$ cat config.mk
export PLATFORM = sky130hd
export DESIGN_NAME = double_ended_queue
export DESIGN_NICKNAME = d
export VERILOG_FILES = /design/src/rtl/dq_pkg.sv /design/src/rtl/dq_ram.sv /design/src/rtl/double_ended_queue.sv
export SDC_FILE = /design/constraint.sdc
export NUM_CORES = 1
export LEC_CHECK = 0
export ABC_CLOCK_PERIOD_IN_PS = 6100
export BUFFER_PORTS_ARGS = -buffer_cell sky130_fd_sc_hd__clkbuf_2
export CAP_MARGIN = 0
export CORE_MARGIN = 2
export CORE_UTILIZATION = 62
export DETAILED_ROUTE_END_ITERATION = 8
export PLACE_DENSITY = 0.8
export SYNTH_ARGS = -nofsm -noshare
export SYNTH_HDL_FRONTEND = slang
export SYNTH_HIERARCHICAL = 1
export SYNTH_SLANG_ARGS = --single-unit
export TNS_END_PERCENT = 5
$ cat constraint.sdc
create_clock -name i_clk -period 6.1 [get_ports i_clk]
set_input_delay 0.305 -clock i_clk [delete_from_list [all_inputs] [get_ports i_clk]]
set_output_delay 0.305 -clock i_clk [all_outputs]
set_load 0.05 [all_outputs]
$ cat src/rtl/dq_pkg.sv
`default_nettype none

package dq_pkg;

    // Action codes on the input word
    typedef enum logic [1:0] {
        A_INS_REAR  = 2'd0,
        A_INS_FRONT = 2'd1,
        A_DEL_FRONT = 2'd2,
        A_DEL_REAR  = 2'd3
    } t_action;

    // Status codes on the result word
    typedef enum logic [1:0] {
        ST_DONE  = 2'd0,
        ST_EMPTY = 2'd1,
        ST_FULL  = 2'd2
    } t_status;

    localparam int WORD_W  = 32;
    localparam int COUNT_W = 5;

endpackage

`default_nettype wire

$ cat src/rtl/dq_ram.sv
`default_nettype none

module dq_ram #(
    parameter int WIDTH = 32,
    parameter int DEPTH = 16
) (
    input  wire logic                     i_clk,
    input  wire logic                     i_wr_en,
    input  wire logic [$clog2(DEPTH)-1:0] i_wr_addr,
    input  wire logic [WIDTH-1:0]         i_wr_data,
    input  wire logic                     i_rd_en,
    input  wire logic [$clog2(DEPTH)-1:0] i_rd_addr,
    output logic      [WIDTH-1:0]         o_rd_data
);

    logic [WIDTH-1:0] r_mem [DEPTH];

    // One write port, one registered read port
    always_ff @(posedge i_clk) begin
        if (i_wr_en) begin
            r_mem[i_wr_addr] <= i_wr_data;
        end
        if (i_rd_en) begin
            o_rd_data <= r_mem[i_rd_addr];
        end
    end

endmodule

`default_nettype wire

$ cat src/rtl/double_ended_queue.sv
`default_nettype none

// Double-ended queue of signed 32-bit words kept in a circular buffer RAM of
// DEPTH entries. Each input word inserts at the rear or front, or deletes the
// front or rear; each yields one result word with the status (done, refused
// because empty, refused because full), the count after the step, and the
// front and rear words (zero when the deque is empty). The two end words are
// cached in registers, so inserts, refused actions and deletes that leave at
// most one entry are answered on acceptance; a delete that leaves two or more
// entries goes through the read state, since the new end word comes from the
// RAM's registered read. One word is in flight at a time, and a new word is
// taken only when the output register is empty or its result is taken in the
// same cycle. No clearing pass runs after reset.
module double_ended_queue #(
    parameter int DEPTH = 16
) (
    input  wire logic         i_clk,
    input  wire logic         i_rst_n,
    input  wire logic         i_valid,
    output logic              o_ready,
    input  wire logic [1:0]   i_action,
    input  wire logic [31:0]  i_word_in,
    output logic              o_valid,
    input  wire logic         i_ready,
    output logic [1:0]        o_status,
    output logic [4:0]        o_count,
    output logic              o_ends_valid,
    output logic [31:0]       o_front_word,
    output logic [31:0]       o_rear_word
);
    import dq_pkg::*;

    localparam int AW = $clog2(DEPTH);
    localparam int CW = $clog2(DEPTH + 1);

    typedef enum logic {S_IDLE, S_READ} t_state;

    t_state              r_state;
    logic [AW-1:0]       r_head;
    logic [AW-1:0]       r_tail;
    logic [CW-1:0]       r_held;
    logic [WORD_W-1:0]   r_front;
    logic [WORD_W-1:0]   r_rear;
    logic                r_pend_front;

    logic                r_out_valid;
    logic [1:0]          r_out_status;
    logic [COUNT_W-1:0]  r_out_count;
    logic                r_out_ends;
    logic [WORD_W-1:0]   r_out_front;
    logic [WORD_W-1:0]   r_out_rear;

    logic                w_accept;
    logic                w_empty;
    logic                w_full;
    logic [AW-1:0]       n_head;
    logic [AW-1:0]       n_tail;
    logic [CW-1:0]       n_held;
    t_status             n_status;
    logic [WORD_W-1:0]   n_front;
    logic [WORD_W-1:0]   n_rear;
    logic                w_need_read;
    logic                w_read_front;
    logic                w_wr_en;
    logic [AW-1:0]       w_wr_addr;
    logic [AW-1:0]       w_rd_addr;
    logic [WORD_W-1:0]   w_rd_data;
    logic [CW+COUNT_W-1:0] w_held_ext;

    function automatic logic [AW-1:0] f_inc(input logic [AW-1:0] p);
        return (p == AW'(DEPTH - 1)) ? '0 : p + AW'(1);
    endfunction

    function automatic logic [AW-1:0] f_dec(input logic [AW-1:0] p);
        return (p == '0) ? AW'(DEPTH - 1) : p - AW'(1);
    endfunction

    assign o_ready  = i_rst_n && (r_state == S_IDLE) && (!r_out_valid || i_ready);
    assign w_accept = i_valid && o_ready;
    assign w_empty  = (r_held == '0);
    assign w_full   = (r_held == CW'(DEPTH));

    // Next pointers, status, RAM access and cached end words
    always_comb begin
        n_head       = r_head;
        n_tail       = r_tail;
        n_held       = r_held;
        n_status     = ST_DONE;
        n_front      = r_front;
        n_rear       = r_rear;
        w_need_read  = 1'b0;
        w_read_front = 1'b0;
        w_wr_en      = 1'b0;
        w_wr_addr    = r_tail;
        w_rd_addr    = r_head;
        unique case (t_action'(i_action))
            A_INS_REAR: begin
                if (w_full) begin
                    n_status = ST_FULL;
                end else begin
                    w_wr_en   = w_accept;
                    w_wr_addr = r_tail;
                    n_tail    = f_inc(r_tail);
                    n_held    = r_held + CW'(1);
                    n_rear    = i_word_in;
                    if (w_empty) begin
                        n_front = i_word_in;
                    end
                end
            end
            A_INS_FRONT: begin
                if (w_full) begin
                    n_status = ST_FULL;
                end else begin
                    w_wr_en   = w_accept;
                    w_wr_addr = f_dec(r_head);
                    n_head    = f_dec(r_head);
                    n_held    = r_held + CW'(1);
                    n_front   = i_word_in;
                    if (w_empty) begin
                        n_rear = i_word_in;
                    end
                end
            end
            A_DEL_FRONT: begin
                if (w_empty) begin
                    n_status = ST_EMPTY;
                end else begin
                    n_head       = f_inc(r_head);
                    n_held       = r_held - CW'(1);
                    w_rd_addr    = f_inc(r_head);
                    w_read_front = 1'b1;
                    if (r_held == CW'(2)) begin
                        n_front = r_rear;
                    end else if (r_held != CW'(1)) begin
                        w_need_read = 1'b1;
                    end
                end
            end
            A_DEL_REAR: begin
                if (w_empty) begin
                    n_status = ST_EMPTY;
                end else begin
                    n_tail    = f_dec(r_tail);
                    n_held    = r_held - CW'(1);
                    w_rd_addr = f_dec(f_dec(r_tail));
                    if (r_held == CW'(2)) begin
                        n_rear = r_front;
                    end else if (r_held != CW'(1)) begin
                        w_need_read = 1'b1;
                    end
                end
            end
            default: begin
                n_status = ST_DONE;
            end
        endcase
    end

    assign w_held_ext = {{COUNT_W{1'b0}}, n_held};

    dq_ram #(
        .WIDTH (WORD_W),
        .DEPTH (DEPTH)
    ) u_ram (
        .i_clk     (i_clk),
        .i_wr_en   (w_wr_en),
        .i_wr_addr (w_wr_addr),
        .i_wr_data (i_word_in),
        .i_rd_en   (w_accept && w_need_read),
        .i_rd_addr (w_rd_addr),
        .o_rd_data (w_rd_data)
    );

    // State, pointers, cached ends and the output register
    always_ff @(posedge i_clk) begin
        if (!i_rst_n) begin
            r_state     <= S_IDLE;
            r_head      <= '0;
            r_tail      <= '0;
            r_held      <= '0;
            r_out_valid <= 1'b0;
        end else begin
            unique case (r_state)
                S_IDLE: begin
                    if (w_accept) begin
                        r_head       <= n_head;
                        r_tail       <= n_tail;
                        r_held       <= n_held;
                        r_front      <= n_front;
                        r_rear       <= n_rear;
                        r_pend_front <= w_read_front;
                        r_out_status <= n_status;
                        r_out_count  <= w_held_ext[COUNT_W-1:0];
                        r_out_ends   <= (n_held != '0);
                        r_out_front  <= (n_held != '0) ? n_front : '0;
                        r_out_rear   <= (n_held != '0) ? n_rear : '0;
                        if (w_need_read) begin
                            r_state     <= S_READ;
                            r_out_valid <= 1'b0;
                        end else begin
                            r_out_valid <= 1'b1;
                        end
                    end else if (i_ready) begin
                        r_out_valid <= 1'b0;
                    end
                end
                S_READ: begin
                    // New end word arrives from the RAM
                    if (r_pend_front) begin
                        r_front     <= w_rd_data;
                        r_out_front <= w_rd_data;
                    end else begin
                        r_rear     <= w_rd_data;
                        r_out_rear <= w_rd_data;
                    end
                    r_out_valid <= 1'b1;
                    r_state     <= S_IDLE;
                end
                default: begin
                    r_state <= S_IDLE;
                end
            endcase
        end
    end

    assign o_valid      = r_out_valid;
    assign o_status     = r_out_status;
    assign o_count      = r_out_count;
    assign o_ends_valid = r_out_ends;
    assign o_front_word = r_out_front;
    assign o_rear_word  = r_out_rear;

endmodule

`default_nettype wire
Word level (Yosys, flattened, before mapping)
Memories as Yosys holds them, arrays and structs flattened. A register that Yosys moved wholly into a read port is not among the register bits.
Index checks and enable logic that the tools add are counted.
{"block": "op_classes", "n_addsub": 7, "n_eq_ne": 15, "mux": 61, "n_bitwise": 1, "n_reduce_logical": 22}
{"op": "$mux 32", "count": 18}
{"op": "$pmux 32 s2", "count": 4}
{"op": "$pmux 32 s3", "count": 2}
{"op": "$mux 4", "count": 12}
{"op": "$pmux 4 s2", "count": 3}
{"op": "$mux 1", "count": 15}
{"op": "$logic_not 4->1", "count": 3}
{"op": "$sub 4x1->4 const B", "count": 3}
{"op": "$mux 5", "count": 2}
{"op": "$ne 2x2->1 const B", "count": 5}
{"op": "$pmux 5 s2", "count": 1}
{"op": "$reduce_and 3->1", "count": 3}
{"op": "$add 4x1->4 const B", "count": 2}
{"op": "$eq 4x4->1 const B", "count": 2}
{"op": "$add 5x1->5 const B", "count": 1}
{"op": "$eq 5x2->1 const B", "count": 1}
{"op": "$eq 5x5->1 const B", "count": 1}
{"op": "$logic_not 5->1", "count": 1}
{"op": "$ne 5x1->1 const B", "count": 1}
{"op": "$reduce_and 5->1", "count": 1}
{"op": "$reduce_bool 5->1", "count": 1}
{"op": "$sub 5x1->5 const B", "count": 1}
{"op": "$eq 2x2->1 const B", "count": 2}
{"op": "$logic_and 1x1->1", "count": 4}
{"op": "14 further kinds", "count": 17}
{"block": "totals", "reg_bits": 152, "ramBits": 512, "input_bits": 38, "output_inout_bits": 74, "elab_cells": 120, "mem_count": 1}
{"memory": "u_ram.r_mem", "depth": 16, "width": 32, "read_ports": 1, "rd_clocked_by_memory_dff": 1, "write_ports": 1, "line": "dq_ram.sv:16", "rtl": "logic [WIDTH-1:0] r_mem [DEPTH];"}

Longest topological paths before layout
{"block": "logic_depth", "depth_word": 8, "mapped_depth": 13, "depth_no_buf": 10}

Cells and area by module
Netlist, hierarchy kept.
{"mod": "dq_ram", "instances": 1, "cells_each": 838, "area_per_inst_um2": 20155.6, "seq_area_each_um2": 16335.7}
{"mod": "double_ended_queue", "instances": 1, "cells_each": 892, "area_per_inst_um2": 8558.2, "seq_area_each_um2": 4414.2}

Least setup slack after synthesis
OpenSTA, ideal clock, no wires.
{"block": "synth_timing", "path_type": "register to register", "start": "reg r_held[0]", "end": "mem u_ram.r_mem[0][0], enable pin", "setup_time_ps": 461, "arrival_ps": 4393, "required_ps": 5639, "setup_slack_ps": 1246, "stages_incl_launch_ff": 9, "path_buffers": 1, "period_less_slack_ps": 4854, "path_cell_list": "dfxtp_1 -> inv_1 -> ha_1 -> clkbuf_1 -> and4bb_2 -> nor3_1 -> o21ai_0 -> or3b_2 -> nor3_1"}
{"block": "synth_via", "word_cells_on_any_way": 7, "classes_between": "eq/ne: 1; mux: 6"}
{"element": "start, declared", "line": "double_ended_queue.sv:41", "rtl": "logic [CW-1:0] r_held;"}
{"element": "start signal, assigned", "line": "double_ended_queue.sv:189", "rtl": "r_held <= n_held;"}
{"element": "$eq 5x5->1", "line": "double_ended_queue.sv:81", "rtl": "assign w_full = (r_held == CW'(DEPTH));"}
{"element": "$mux 4", "line": "double_ended_queue.sv:112", "rtl": "if (w_full) begin"}
{"element": "$mux 4"}
{"element": "net w_wr_addr[2]", "line": "double_ended_queue.sv:65", "rtl": "logic [AW-1:0] w_wr_addr;"}
{"element": "end, declared", "line": "dq_ram.sv:16"}
The timed path passes the listed nets, and every way through them passes these cells.

Worst setup path after layout
{"block": "layout_timing", "start": "reg r_held[0]", "end": "mem u_ram.r_mem[3][5], enable pin"}
Same word-level chain as after synthesis.

==> impl_metrics.tcl <==
set metrics [dict create \
    antenna_found_initial 2 \
    synthCells 1730 \
    grt_pass1_vias 16800 \
    worstReg2RegStart "r_held[0]" \
    min_path_type "input port to flop" \
    slowest_delay_ns 1.07 \
    num-fill-cells 2632 \
    final_common_cell "edfxtp_1" \
    port_buffers 111 \
    cts_max_level 3 \
    yosysWarnings 6 \
    root_buffer "clkbuf_16" \
    chipHeight_um 219 \
    power.leakage_nw 10.3 \
    fp-row-count 78 \
    fin_setup_tns_ns 0 \
    grt_start_max_net_pins 129 \
    drtIter0Drc 2736 \
    final_max_slew_viol_count 0 \
    clock_latency_ns 0.60 \
    worstPathRequired_ns 6.30 \
    wl_per_cell_um 28.7 \
    synth_area_sq_mm 0.0287 \
    drive_above_1_share_pct 21.0 \
    yosysSeqAreaShare_pct 72.3 \
    maxCapViolCount 0 \
    syn2layout_area_growth_pct 11.6 \
    fin_crit_ns 4.68 \
    cts-buffers-inserted 68 \
    drt_wl_total_um 70900 \
    die_area_sq_mm 0.0481 \
    io_pins 112 \
    synth_edf_count 681 \
    ff_latch_area_sq_mm 0.0208 \
    ys_types 61 \
    syn_nets 1781 \
    skew_ns 0.0280 \
    gp_congestion 0.893 \
    clk_pin_slew_ns 0.06 \
    fin_nets 1865 \
    hold_violations 0 \
    timing.final.crit_share_pct 76.6 \
    vias_per_cell 7.03 \
    cp_slowest_cell "o21ai_0" \
    startpoint "r_held[0]" \
    max_freq_ghz 0.214 \
    worstHoldStart "i_rst_n" \
    dp_hpwl_um 40100 \
    cts.sinks 696 \
    multiInputGateArea_sq_mm 0.00760 \
    power.density_mw_per_mm2 379 \
    initial_core_util_pct 63.0 \
    ant_nets 0 \
    grt_pass1_wl_um 106000 \
    status "finished, final reports clean" \
    critPathMaxFanout 32 \
    cts_tree "built" \
    grt_overflow 0 \
    end_kind "flop" \
    synth.avg_cell_area_sq_um 16.6 \
    worst_pin_slew_ns 1.32 \
    rsz0062_at_grt "false" \
    start_kind "flop" \
    cp_cell_sequence "inv_1, ha_1, nand4bb_1, nand3_1, o21ai_0, nand2_1, nor2_4" \
    core_area_sq_mm 0.0456 \
    clock_path_buffers 3 \
    num_vias 17300 \
    drc_errors 0 \
    power_mw 12.2 \
    synth_seq_cells 696 \
    ys.flop_type "edfxtp_1" \
    path_class "flop to flop" \
    cts-resized-gates 0 \
    worstPathArrival_ns 4.88 \
    grt_usage_pct 30.0 \
    slew_headroom_pct 11.7 \
    async_flop_share_pct 0 \
    firstDrtPassIters 8 \
    final_cell_mix "edfxtp_1, nand2_1, mux4_2" \
    setup_viol 0 \
    chipWidth_um 219 \
    ir_drop_uv 253 \
]
## power breakdown
| part | total, mW | internal [mW] | leakage (nW) | switching, mW |
|---|---|---|---|---|
| clock | 4.04 | 2.29 | 1.03 | 1.75 |
| combinational | 2.44 | 0.852 | 3.02 | 1.59 |
| sequential | 5.68 | 5.57 | 6.29 | 0.109 |
| total | 12.2 | 8.71 | 10.3 | 3.44 |
## critical path, delay by kind of cell, from the launching register on
kind	cells	cell delay, ns
compound gates	1	1.07
buf+inv	1	0.17
simple gates	4	2.15
fa+ha+maj	1	0.34
flops	1	0.49
## cells in the mapped netlist (2+ instances only)
cell type,number,area share [%]
edfxtp_1,681,71
nand2_1,189,2.5
mux4_2,128,10
nor2_1,92,1.2
a21oi_1,83,1.4
clkbuf_1,83,1.1
a22oi_1,67,1.8
o21ai_1,53,0.92
o221ai_1,33,1.0
a221oi_1,32,0.98
o31a_1,32,0.98
o22a_1,31,0.95
o21ai_0,29,0.51
buf_4,15,0.39
dfxtp_1,15,1.0
nand3_1,15,0.26
buf_2,14,0.24
inv_1,14,0.18
ha_1,13,0.57
nor3_1,11,0.19
buf_1,10,0.13
nand2b_1,8,0.17
o31ai_1,7,0.18
nor2b_1,6,0.13
a21boi_0,5,0.13
and2_1,5,0.11
nand3b_1,5,0.13
a211oi_1,3,0.078
a21o_1,3,0.078
a31oi_1,3,0.065
and3_1,3,0.065
o211ai_1,3,0.078
or3_1,3,0.065
a221o_1,2,0.070
mux2i_1,2,0.070
nor3b_1,2,0.052
o2111ai_1,2,0.061
o32ai_1,2,0.061
o41ai_1,2,0.061
or3b_2,2,0.061
xnor2_1,2,0.061
## per-stage QoR
step | hold WS [ns] | worst slack, ns | utilization [%] | std cells | cell area, sq um
after floorplan | 0.404 | 1.25 | - | 1730 | 28700
after global routing | 0.208 | 1.23 | 70.3 | 2465 | 32100
after CTS | 0.171 | 1.57 | 70.3 | 2465 | 32100
after detailed placement | 0.564 | 1.63 | 65.7 | 2343 | 29900
final | 0.197 | 1.42 | 70.3 | 2466 | 32100
after global placement | 0.554 | 1.84 | 65.7 | 2343 | 29900
## cells by family (layout without fill, tap and decap cells)
family	after synthesis	in the layout	synth area share, %
buffers and inverters	136	271	2.03
other	0	1	0
AOI/OAI and AO/OA	400	400	9.63
muxes	130	130	10.1
and+or+nand+nor	352	352	5.30
DFF	696	696	72.3
adders and majority gates	13	13	0.566
xor gates and xnor gates	3	3	0.0915
## sequential cells by signal (all words and copies together) (netlist names)
signal	cells
o_count	5
o_ends_valid	1
o_front_word	32
o_rear_word	32
o_status	2
o_valid	1
r_front	32
r_head	4
r_held	5
r_pend_front	1
r_rear	32
r_state	1
r_tail	4
u_ram/o_rd_data	32
u_ram/r_mem	512
## metal layers
| layer | vias to the layer above | global-route usage (%) | routed length, um | part of all wire, % |
|---|---|---|---|---|
| met4 | 0 | 8.58 | 1610 | 2.3 |
| met3 | 134 | 7.39 | 9130 | 13 |
| met2 | 1284 | 45.6 | 33300 | 47 |
| li1 | 7160 | - | - | - |
| met5 | - | 0 | 0 | 0 |
| met1 | 8770 | 43.8 | 26800 | 38 |
## final cells by class
type | count | share of cell area, %
flip-flops and latches | 696 | 64.7
multi-input cells | 898 | 23.7
clock buffers | 82 | 5.54
repair buffers | 136 | 2.44
well taps | 600 | 2.34
clock inverters | 39 | 1.05
inverters | 14 | 0.164
diodes | 1 | 0.00781
## timing repair
| action | CTS | global route |
|---|---|---|
| endpoints found under the hold margin | 1 | 0 |
| hold buffers | 1 | 0 |
| endpoints found under the setup margin | 0 | 0 |
| buffers inserted | 0 | 0 |
## path summary, 6_finish.rpt
kind                  endpoint  depth (start not counted)  slack, ns
max          u_ram/r_mem[3][5]                          7       1.42
min                  r_head[1]                          3       0.20
max reg2reg  u_ram/r_mem[3][5]                          7       1.42
min reg2reg          r_held[1]                          2       0.58
(Power assumes the default switching activity.)
